[src/rtl/stt_pkg.sv]
// Shared types and constants for the software timer table.
// Used by the slot cell, the top level and the checker.
package stt_pkg;

  localparam int OP_W   = 3;
  localparam int SRC_W  = 8;
  localparam int DUR_W  = 32;
  localparam int SLOT_W = 3;
  localparam int ST_W   = 3;

  typedef enum logic [OP_W-1:0] {
    OP_REGISTER = 3'd0,
    OP_RESTART  = 3'd1,
    OP_DELETE   = 3'd2,
    OP_TICK     = 3'd3,
    OP_CHECK    = 3'd4
  } op_t;

  typedef enum logic [ST_W-1:0] {
    ST_DONE         = 3'd0,
    ST_FULL         = 3'd1,
    ST_NOT_FOUND    = 3'd2,
    ST_EXPIRED      = 3'd3,
    ST_NONE_EXPIRED = 3'd4
  } status_t;

  // Command token that travels down the row of slot cells.
  typedef struct packed {
    logic              valid;
    op_t               op;
    logic [SRC_W-1:0]  source;
    logic [DUR_W-1:0]  duration;
    logic [DUR_W-1:0]  tick;
    logic              hit;
    logic [SLOT_W-1:0] hit_idx;
    logic              pend;
    logic [SRC_W-1:0]  pend_src;
    logic [SLOT_W-1:0] pend_idx;
  } token_t;

  // Expired result pushed out by a cell during a check.
  typedef struct packed {
    logic              req;
    logic [SRC_W-1:0]  src;
    logic [SLOT_W-1:0] idx;
  } emit_t;

endpackage

[src/rtl/stt_cell.sv]
// One timer slot cell: holds the slot state and forwards the command token.
// Depends on stt_pkg for the token and emit types.
module stt_cell
  import stt_pkg::*;
#(
  parameter int IDX = 0
) (
  input  logic   clk,
  input  logic   rst_n,
  input  logic   go,
  input  token_t tok_i,
  output token_t tok_o,
  output emit_t  emit_o
);

  localparam logic [SLOT_W-1:0] IDX_L = SLOT_W'(IDX);

  logic             used_r,  used_nxt;
  logic [SRC_W-1:0] src_r,   src_nxt;
  logic [DUR_W-1:0] start_r, start_nxt;
  logic [DUR_W-1:0] dur_r,   dur_nxt;
  token_t           tok_r,   tok_nxt;
  logic             match;
  logic             expired;
  logic [DUR_W-1:0] elapsed;

  assign match   = (src_r == tok_i.source);
  assign elapsed = tok_i.tick - start_r;
  assign expired = used_r && (elapsed >= dur_r);

  always_comb begin
    used_nxt  = used_r;
    src_nxt   = src_r;
    start_nxt = start_r;
    dur_nxt   = dur_r;
    tok_nxt   = tok_i;
    emit_o    = '0;
    if (tok_i.valid) begin
      case (tok_i.op)
        OP_REGISTER: begin
          if (!tok_i.hit && !used_r) begin
            used_nxt        = 1'b1;
            src_nxt         = tok_i.source;
            start_nxt       = tok_i.tick;
            dur_nxt         = tok_i.duration;
            tok_nxt.hit     = 1'b1;
            tok_nxt.hit_idx = IDX_L;
          end
        end
        OP_RESTART: begin
          if (match) begin
            start_nxt = tok_i.tick;
            if (!tok_i.hit) begin
              tok_nxt.hit     = 1'b1;
              tok_nxt.hit_idx = IDX_L;
            end
          end
        end
        OP_DELETE: begin
          if (!tok_i.hit && match) begin
            used_nxt        = 1'b0;
            src_nxt         = '0;
            tok_nxt.hit     = 1'b1;
            tok_nxt.hit_idx = IDX_L;
          end
        end
        OP_CHECK: begin
          if (expired) begin
            emit_o.req       = tok_i.pend;
            emit_o.src       = tok_i.pend_src;
            emit_o.idx       = tok_i.pend_idx;
            tok_nxt.pend     = 1'b1;
            tok_nxt.pend_src = src_r;
            tok_nxt.pend_idx = IDX_L;
          end
        end
        default: begin
        end
      endcase
    end
  end

  always_ff @(posedge clk) begin
    if (!rst_n) begin
      used_r  <= 1'b0;
      src_r   <= '0;
      start_r <= '0;
      dur_r   <= '0;
      tok_r   <= '0;
    end else if (go) begin
      used_r  <= used_nxt;
      src_r   <= src_nxt;
      start_r <= start_nxt;
      dur_r   <= dur_nxt;
      tok_r   <= tok_nxt;
    end
  end

  assign tok_o = tok_r;

endmodule

[src/rtl/software_timer_table.sv]
// An item is accepted into the entry register, walks one slot cell per cycle
// while the output is not stalled, and its final result is registered in the
// output register; expired results of a check appear as the command passes
// further expired slots. A new item is not accepted until the final result of
// the last one has been registered. Reset (synchronous, active low) clears the
// tick counter and every slot to zero.
module software_timer_table
  import stt_pkg::*;
#(
  parameter int SLOTS = 8
) (
  input  logic              clk,
  input  logic              rst_n,
  input  logic              in_valid,
  output logic              in_stall,
  input  logic [OP_W-1:0]   in_op,
  input  logic [SRC_W-1:0]  in_src,
  input  logic [DUR_W-1:0]  in_duration,
  output logic              out_valid,
  input  logic              out_stall,
  output logic [ST_W-1:0]   out_status,
  output logic [SRC_W-1:0]  out_source_out,
  output logic [SLOT_W-1:0] out_slot,
  output logic              out_last
);

  token_t              tok [SLOTS+1];
  emit_t               emit [SLOTS];
  emit_t               emit_any;
  token_t              fin;
  token_t              tok0_r, tok0_nxt;
  logic                busy_r, busy_nxt;
  logic [DUR_W-1:0]    now_r, now_nxt;
  logic                out_valid_r;
  logic [ST_W-1:0]     out_status_r;
  logic [SRC_W-1:0]    out_src_r;
  logic [SLOT_W-1:0]   out_slot_r;
  logic                out_last_r;
  logic                accept;
  logic                op_ok;
  logic                can_load;
  logic                go;
  status_t             fin_status;
  logic [SRC_W-1:0]    fin_src;
  logic [SLOT_W-1:0]   fin_idx;

  assign op_ok    = (in_op <= OP_W'(OP_CHECK));
  assign accept   = in_valid && !busy_r;
  assign in_stall = busy_r;
  assign can_load = !out_valid_r || !out_stall;
  assign fin      = tok[SLOTS];
  assign go       = can_load || !(emit_any.req || fin.valid);
  assign tok[0]   = tok0_r;

  for (genvar i = 0; i < SLOTS; i++) begin : g_cell
    stt_cell #(.IDX(i)) u_cell (
      .clk    (clk),
      .rst_n  (rst_n),
      .go     (go),
      .tok_i  (tok[i]),
      .tok_o  (tok[i+1]),
      .emit_o (emit[i])
    );
  end

  always_comb begin
    emit_any = '0;
    for (int i = 0; i < SLOTS; i++) begin
      emit_any = emit_any | emit[i];
    end
  end

  always_comb begin
    fin_status = ST_DONE;
    fin_src    = fin.source;
    fin_idx    = fin.hit_idx;
    case (fin.op)
      OP_REGISTER: begin
        if (!fin.hit) begin
          fin_status = ST_FULL;
          fin_idx    = '0;
        end
      end
      OP_RESTART, OP_DELETE: begin
        if (!fin.hit) begin
          fin_status = ST_NOT_FOUND;
          fin_idx    = '0;
        end
      end
      OP_TICK: begin
        fin_src = '0;
        fin_idx = '0;
      end
      OP_CHECK: begin
        if (fin.pend) begin
          fin_status = ST_EXPIRED;
          fin_src    = fin.pend_src;
          fin_idx    = fin.pend_idx;
        end else begin
          fin_status = ST_NONE_EXPIRED;
          fin_src    = '0;
          fin_idx    = '0;
        end
      end
      default: begin
      end
    endcase
  end

  always_comb begin
    tok0_nxt = tok0_r;
    busy_nxt = busy_r;
    now_nxt  = now_r;
    if (go) begin
      tok0_nxt.valid = 1'b0;
    end
    if (accept && op_ok) begin
      tok0_nxt          = '0;
      tok0_nxt.valid    = 1'b1;
      tok0_nxt.op       = op_t'(in_op);
      tok0_nxt.source   = in_src;
      tok0_nxt.duration = in_duration;
      tok0_nxt.tick     = now_r;
      busy_nxt          = 1'b1;
    end
    if (fin.valid && can_load) begin
      busy_nxt = 1'b0;
      if (fin.op == OP_TICK) begin
        now_nxt = now_r + 1'b1;
      end
    end
  end

  always_ff @(posedge clk) begin
    if (!rst_n) begin
      tok0_r      <= '0;
      busy_r      <= 1'b0;
      now_r       <= '0;
      out_valid_r <= 1'b0;
    end else begin
      tok0_r <= tok0_nxt;
      busy_r <= busy_nxt;
      now_r  <= now_nxt;
      if (can_load) begin
        out_valid_r <= emit_any.req || fin.valid;
      end
    end
  end

  always_ff @(posedge clk) begin
    if (can_load) begin
      if (emit_any.req) begin
        out_status_r <= ST_EXPIRED;
        out_src_r    <= emit_any.src;
        out_slot_r   <= emit_any.idx;
        out_last_r   <= 1'b0;
      end else if (fin.valid) begin
        out_status_r <= fin_status;
        out_src_r    <= fin_src;
        out_slot_r   <= fin_idx;
        out_last_r   <= 1'b1;
      end
    end
  end

  assign out_valid      = out_valid_r;
  assign out_status     = out_status_r;
  assign out_source_out = out_src_r;
  assign out_slot       = out_slot_r;
  assign out_last       = out_last_r;

endmodule

[config.mk]
export PLATFORM = sky130hd
export DESIGN_NAME = software_timer_table
export DESIGN_NICKNAME = d
export VERILOG_FILES = /design/src/rtl/stt_pkg.sv /design/src/rtl/stt_cell.sv /design/src/rtl/software_timer_table.sv
export SDC_FILE = /design/constraint.sdc
export NUM_CORES = 2
export LEC_CHECK = 0
export BUFFER_PORTS_ARGS = -buffer_cell sky130_fd_sc_hd__buf_4
export CAP_MARGIN = 20
export CELL_PAD_IN_SITES_DETAIL_PLACEMENT = 0
export CELL_PAD_IN_SITES_GLOBAL_PLACEMENT = 2
export CORE_MARGIN = 8
export CORE_UTILIZATION = 39
export DETAILED_ROUTE_END_ITERATION = 10
export PLACE_DENSITY = 0.87
export SETUP_SLACK_MARGIN = 0.4
export SLEW_MARGIN = 20
export SYNTH_ARGS = -nofsm -noshare
export SYNTH_HDL_FRONTEND = slang
export SYNTH_SLANG_ARGS = --single-unit
[constraint.sdc]
create_clock -name clk -period 8.36 [get_ports clk]
set_input_delay 0.418 -clock clk [delete_from_list [all_inputs] [get_ports clk]]
set_output_delay 0.418 -clock clk [all_outputs]
set_load 0.005 [all_outputs]
=== Word level (Yosys, flattened, before mapping) ===
Cells that the tools add are included.

* Equal/unequal tests: 60
* Muxes and demuxes: 172
* $add $sub $neg: 9
* Magnitude comparators: 9
* Bitwise gates (word level): 7
* Reductions and logical operators: 104

{| class="wikitable"
|+ Operator list
! kind !! count
|-
| 32-bit 2-to-1 mux || 16
|-
| 32-bit one-hot mux with 2 select lines || 8
|-
| 12-bit 2-to-1 mux || 37
|-
| 32-bit greater-or-equal comparator || 8
|-
| 32-bit subtractor || 8
|-
| 8-bit 2-to-1 mux || 19
|-
| 8-bit one-hot mux with 2 select lines || 9
|-
| 16-bit 2-to-1 mux || 8
|-
| 4-bit 2-to-1 mux || 23
|-
| 92-bit 2-to-1 mux || 1
|-
| 4-bit one-hot mux with 3 select lines || 7
|-
| 5-bit AND reduction || 16
|-
| 12-bit OR || 6
|-
| 8-bit == test || 8
|-
| 2-bit by 1-bit != test with 1-bit output (second input constant) || 24
|-
| 3-bit 2-to-1 mux || 13
|-
| 2-bit nonzero test || 18
|-
| 32-bit by 1-bit adder with 32-bit output (second input constant) || 1
|-
| 4-bit AND reduction || 8
|-
| 3-bit by 2-bit == test with 1-bit output (second input constant) || 10
|-
| 3-bit by 1-bit == test with 1-bit output (second input constant) || 9
|-
| 3-bit == test (second input constant) || 9
|-
| 3-bit zero test || 9
|-
| 1-bit logical AND || 25
|-
| other kinds (12) || 61
|}

* Output and inout bits: 17
* Bits of input ports: 47
* Flip-flop bits (word level): 1,381

=== Logic depth before layout (Yosys ltp) ===
* Depth in word-level cells: 17
* Gate-level depth with buffers: 31

=== By module ===
A second synthesis with hierarchy kept.

* Cells, all modules: 8,629
* Area, all modules: 76,555.9 µm²

{| class="wikitable"
|+ By module, submodules not included
! module !! cells each !! area an instance (µm²) !! seq. area each (µm²) !! instances
|-
| stt_cell at g_cell[3].u_cell || 1,022 || 9,106.2 || 3,303.2 || 1
|-
| stt_cell at g_cell[1].u_cell || 1,004 || 9,069.9 || 3,303.2 || 1
|-
| stt_cell at g_cell[7].u_cell || 1,002 || 8,956.1 || 3,303.2 || 1
|-
| stt_cell at g_cell[2].u_cell || 985 || 8,943.6 || 3,303.2 || 1
|-
| stt_cell at g_cell[4].u_cell || 990 || 8,941.1 || 3,303.2 || 1
|-
| stt_cell at g_cell[0].u_cell || 993 || 8,921.1 || 3,303.2 || 1
|-
| stt_cell at g_cell[6].u_cell || 1,014 || 8,727.1 || 3,303.2 || 1
|-
| stt_cell at g_cell[5].u_cell || 1,000 || 8,584.5 || 3,303.2 || 1
|-
| software_timer_table || 619 || 5,306.3 || 2,652.5 || 1
|}

=== Worst setup path after synthesis ===
Ideal clock, no wire load.

* Kind: reg2reg
* Start point: register g_cell[2].u_cell.tok_r (netlist bit g_cell[2].u_cell.tok_o[16])
* End point: register g_cell[1].u_cell.tok_r (netlist bit g_cell[1].u_cell.tok_o[16])
* Library setup time: 0.070 ns
* Data required time: 8.290 ns
* Period minus slack after synthesis: 6.700 ns
* Slack: 1.660 ns
* Path buffers: 4
* Data arrival time: 6.629 ns
* Cell stages (with the launch flop): 31
* Path through: dfxtp_1 > inv_1 > ha_1 > inv_1 > fa_1 > a21o_1 > a31oi_1 > a311oi_1 > o32a_1 > a32o_1 > o41a_1 > a41o_1 > o41a_1 > a21o_1 > a21oi_1 > xnor2_1 > ha_1 > nand4_1 > nor2_1 > nand2_1 > or3_1 > or3_1 > a21oi_1 > a211o_1 > o21a_2 > buf_6 > buf_6 > clkbuf_1 > clkbuf_1 > nand2_1 > a21oi_1

* Word-level cells in the longest chain between the ends: 14

{| class="wikitable"
|+ RTL lines
! element !! line !! text
|-
| start: declaration || stt_cell.sv:22 || <nowiki>token_t tok_r, tok_nxt;</nowiki>
|-
| start signal: assignment || stt_cell.sv:95 || <nowiki>tok_r <= tok_nxt;</nowiki>
|-
| 32-bit subtractor || stt_cell.sv:28 || <nowiki>assign elapsed = tok_i.tick - start_r;</nowiki>
|-
| 32-bit greater-or-equal comparator || stt_cell.sv:29 || <nowiki>assign expired = used_r && (elapsed >= dur_r);</nowiki>
|-
| 1-bit logical AND || stt_cell.sv:29 ||
|-
| 12-bit 2-to-1 mux || stt_cell.sv:68 || <nowiki>if (expired) begin</nowiki>
|-
| 12-bit 2-to-1 mux || stt_cell.sv:39 || <nowiki>case (tok_i.op)</nowiki>
|-
| 12-bit 2-to-1 mux || stt_cell.sv:38 || <nowiki>if (tok_i.valid) begin</nowiki>
|-
| 12-bit OR (5 in a row) || software_timer_table.sv:69 || <nowiki>emit_any = emit_any | emit[i];</nowiki>
|-
| 1-bit logical OR || software_timer_table.sv:52 || <nowiki>assign go = can_load || !(emit_any.req || fin.valid);</nowiki>
|-
| 1-bit zero test || software_timer_table.sv:52 ||
|-
| 1-bit logical OR || software_timer_table.sv:52 ||
|-
| end signal: assignment || stt_cell.sv:95 ||
|-
| end: declaration || stt_cell.sv:22 ||
|}

Every way passes these cells.
A chain may end at the register's enable or synchronous reset.

=== Final worst setup path ===
* Start point: register g_cell[1].u_cell.tok_r (netlist bit g_cell[1].u_cell.tok_o[16])
* End point: register g_cell[1].u_cell.dur_r[0]

* Word-level cells in the longest chain between the ends: 16

{| class="wikitable"
|+ RTL lines
! element !! line !! text
|-
| 32-bit subtractor || stt_cell.sv:28 ||
|-
| 32-bit greater-or-equal comparator || stt_cell.sv:29 ||
|-
| 1-bit logical AND || stt_cell.sv:29 ||
|-
| 12-bit 2-to-1 mux || stt_cell.sv:68 ||
|-
| 12-bit 2-to-1 mux || stt_cell.sv:39 ||
|-
| 12-bit 2-to-1 mux || stt_cell.sv:38 ||
|-
| 12-bit OR (6 in a row) || software_timer_table.sv:69 ||
|-
| 1-bit logical OR || software_timer_table.sv:52 ||
|-
| 1-bit zero test || software_timer_table.sv:52 ||
|-
| 1-bit logical OR || software_timer_table.sv:52 ||
|-
| 4-bit AND reduction (no line) || n/a ||
|-
| end signal: assignment || stt_cell.sv:94 || <nowiki>dur_r <= dur_nxt;</nowiki>
|-
| end: declaration || stt_cell.sv:21 || <nowiki>logic [DUR_W-1:0] dur_r, dur_nxt;</nowiki>
|}

Every way passes these cells.

==> impl_results.md <==
* Initial Util at 39.2%
* Number of max-slew violations in the final report at 0
* Skew final at 0.0279 ns
* Worst r2r src: g_cell[1].u_cell.tok_o[16]
* Register area at 0.0275 mm2
* Root Driver: clkbuf_16
* RSZ-0062 raised after global routing: no
* Total negative slack at 0 ns
* Synthesis-stage register bit count at 1367
* Register area share after synthesis at 38.9%
* Antenna violations before repair at 4
* Critical Path Start Type: flip-flop
* Fillers at 18200
* Worst Reg2Reg Path Length in Cells at 27
* Clk slew on worst S/H paths at 0.06 ns
* HPWL after DPL at 127 mm
* Status: complete, no violations
* Min-delay worst type: in -> reg
* Synth warn at 0
* Slew margin rel. at 26.3%
* Area delta synth->final at 11.7%
* VDD IR max at 0.159 mV
* Layout cell share with drive strength beyond 1 at 5.28%
* CP endpoint kind: flip-flop
* Worst r2r dst: g_cell[1].u_cell.dur_r[0]
* Number of buffers created by CTS at 153
* Vias at 56300
* Tmin final at 7.54 ns
* Async S/R FF share, synth at 0%
* H-tree depth at 4
* Ranking of synthesized cells by area: dfxtp_1 38%, nand2_1 13%, ha_1 8.9%
* First-pass GRT wire length at 289 mm
* Share of the synthesized area in the top cell type at 38.3%
* WHS Endpoint: out_valid
* Gpl congestion at 0.823
* Max Clock Freq at 0.133 GHz
* Tcrit/Tclk final at 90.2%
* Placed cell count at 10800
* Die width at 442 um
* Worst slew pin tran at 1.11 ns
* DIE HEIGHT at 442 um
* Slack of the worst reg-to-reg path at 0.82 ns
* Worst hold stages at 3
* Largest net degree at the start of global routing at 231
* Final net count at 9214
* Clock sink total at 1367
* Static leakage at 28.9 nW
* Most common cell after layout, fill and taps aside: nand2_1
* Port bufs at 63
* Final instance area at 0.0790 mm2
* Commonest cells after routing, fill and taps aside: 2495 x nand2_1, 1352 x dfxtp_1, 905 x a21oi_1, 604 x mux2i_1, 564 x inv_1
* GR Overflow Total at 0
* I/O pin cnt at 64
* Busiest grt layer: met2
* Predominant post-synthesis flop cell: dfxtp_1
* Routing usage on met2 at 27.8%
* CP Max Fanout at 33
* Die area at 0.195 mm2
* Max cap viols at 0
* Syn Area/Cell at 8.05 um2
* Net Count, Synth at 9339
* Largest area contributor in the netlist: dfxtp_1
* Setup violators final at 0
* Final hold slack at 0.137 ns
* Met3 usage at 2.63%
* DR WL/cell at 15.9 um
* EDFF count, synth at 15
* Core box area at 0.180 mm2
* Antenna-violating nets left at 0
* Cells after Synth at 8779
* Global Route met1 Usage at 24.7%
* DR DRC count at 0
* Worst-Skew Late Latency at 0.78 ns
* Iter 0 DRT Violations at 3259
* Setup bufs post-CTS at 0
* Vias in the first global route at 54300
* Row Count at 156
* Post-Syn Area at 0.0707 mm2
* TritonCTS clock tree: built
* DP Area at 0.0733 mm2
* Final Hold Fails at 0
* Crit path kind: reg -> reg
* Multi-input logic area at 0.0390 mm2
* Pwr Total at 14.0 mW
* Vias/cell at 5.05
* Worst EP required at 9.06 ns
* Maximum clock insertion buffer count at 3
* Non-filler cells, final at 11100
* WP data arrival at 8.25 ns
* Routed WL at 177 mm
* Netlist cell types at 80
* Detailed Routing Iterations Pass 1 at 5
* Hold wc startpoint: out_stall
* Total track usage at 17.5%
* Pwr/cell area at 177 mW/mm2
## how the worst max path moves through the flow
stage	start	end	slack, ns	depth (start not counted)
after floorplan	g_cell[2].u_cell.tok_o[16]	g_cell[1].u_cell.tok_o[16]	1.66	30
after global placement	g_cell[6].u_cell.tok_o[17]	out_source_out[7]	0.54	23
after detailed placement	g_cell[6].u_cell.tok_o[17]	out_source_out[7]	0.50	23
after CTS	g_cell[6].u_cell.tok_o[17]	out_source_out[7]	0.46	23
after global routing	g_cell[6].u_cell.tok_o[17]	g_cell[1].u_cell.dur_r[3]	0.43	25
final	g_cell[1].u_cell.tok_o[16]	g_cell[1].u_cell.dur_r[0]	0.82	27
## flip-flops by register name (all words and copies together), names as in the netlist
signal and flops:
g_cell.u_cell.tok_o 658, g_cell.u_cell.dur_r 256, g_cell.u_cell.start_r 256, tok 76, g_cell.u_cell.src_r 64, now_r 32
g_cell.u_cell.used_r 8, out_source_out 8, out_slot 3, out_status 3, in_stall 1, out_last 1
out_valid 1
## cells by family (layout without fill, tap and decap cells)
group / Yosys count / count (layout) / share of synthesized area, %
AND/OR/NAND/NOR: 3302 / 3302 / 19.3
adder cells (fa/ha/maj): 513 / 513 / 9.16
XOR/XNOR: 315 / 315 / 3.90
other: 0 / 1 / 0
flip-flops: 1367 / 1367 / 38.9
buffers and inverters: 1039 / 1034 / 6.03
AO/OA/AOI/OAI: 1639 / 1639 / 14.1
multiplexers: 604 / 604 / 8.55
## metrics by stage
stage / setup slack [ns] / utilization [%]
floorplan: 1.66 / -
global placement: 0.540 / 40.6
detailed placement: 0.495 / 40.6
CTS: 0.456 / 43.8
global route: 0.429 / 43.8
finish: 0.815 / 43.8
## per-layer routing
layer | wire length [um] | part of all wire (%) | vias up
li1 | - | - | 29300
met1 | 89900 | 51 | 26100
met2 | 76900 | 43 | 696
met3 | 6290 | 3.5 | 230
met4 | 4300 | 2.4 | 0
met5 | 0 | 0 | -
## repair_timing
item,in CTS,in global routing
gates resized for setup,0,7
hold buffers,44,0
hold endpoints to repair,44,0
endpoints found under the setup margin,0,372
## synthesized netlist by cell type, types with 8 or more instances
cell type  count
nand2_1     2495
dfxtp_1     1352
a21oi_1      906
mux2i_1      604
inv_1        565
ha_1         505
clkbuf_1     311
nor2_1       311
a21o_1       186
xnor2_1      173
xor2_1       142
o21ai_0      131
buf_2        122
nor3_1       113
a211oi_1      90
nand3_1       62
nand4_1       60
nor2b_1       46
o21a_1        42
and3_1        40
nand2b_1      40
o21bai_1      34
a32o_1        33
a221oi_1      30
or3_1         30
a31oi_1       23
buf_6         23
o211ai_1      20
nor4_1        19
and2_1        17
or2_2         16
edfxtp_1      15
a22o_1        14
a211o_1       13
and4_1        13
o31ai_1       13
a222oi_1      11
a21boi_0      10
buf_4         10
nand3b_1      10
a2111oi_0      8
a31o_2         8
buf_1          8
fa_1           8
o31a_1         8
## critical path, stage by stage (launching register included)
cell       delay, ns
dfxtp_1         0.40
inv_1           0.06
ha_1            0.20
inv_1           0.07
fa_1            0.23
a211oi_1        0.11
o21ai_0         0.20
or4b_2          0.66
a21oi_1         0.28
o31ai_1         0.13
a21oi_1         0.32
o2bb2ai_1       0.29
a21o_1          0.18
a21oi_1         0.07
xnor2_1         0.18
ha_1            0.27
a21o_1          0.16
a21oi_1         0.23
nand2_1         0.09
a31oi_1         0.32
nand3_1         0.24
a31oi_1         0.55
nand4_1         0.50
o21a_4          0.52
buf_12          0.24
nor4_4          0.36
buf_12          0.28
mux2i_1         0.23
## where the power goes
group	total, mW	switching (mW)	leakage, nW	internal [mW]
sequential	6.60	0.0431	11.0	6.56
clock	7.02	2.86	2.59	4.16
combinational	0.340	0.243	15.3	0.0964
## final cells by class
type	instances	area share [%]
clock buffer	212	5.61
clock inverter	63	1.04
timing repair buffer	194	2.66
tap	2370	3.75
sequential	1367	34.8
inverter	565	2.69
antenna	1	0.00317
multi-input combinational	6373	49.4
(Power assumes the default switching activity.)
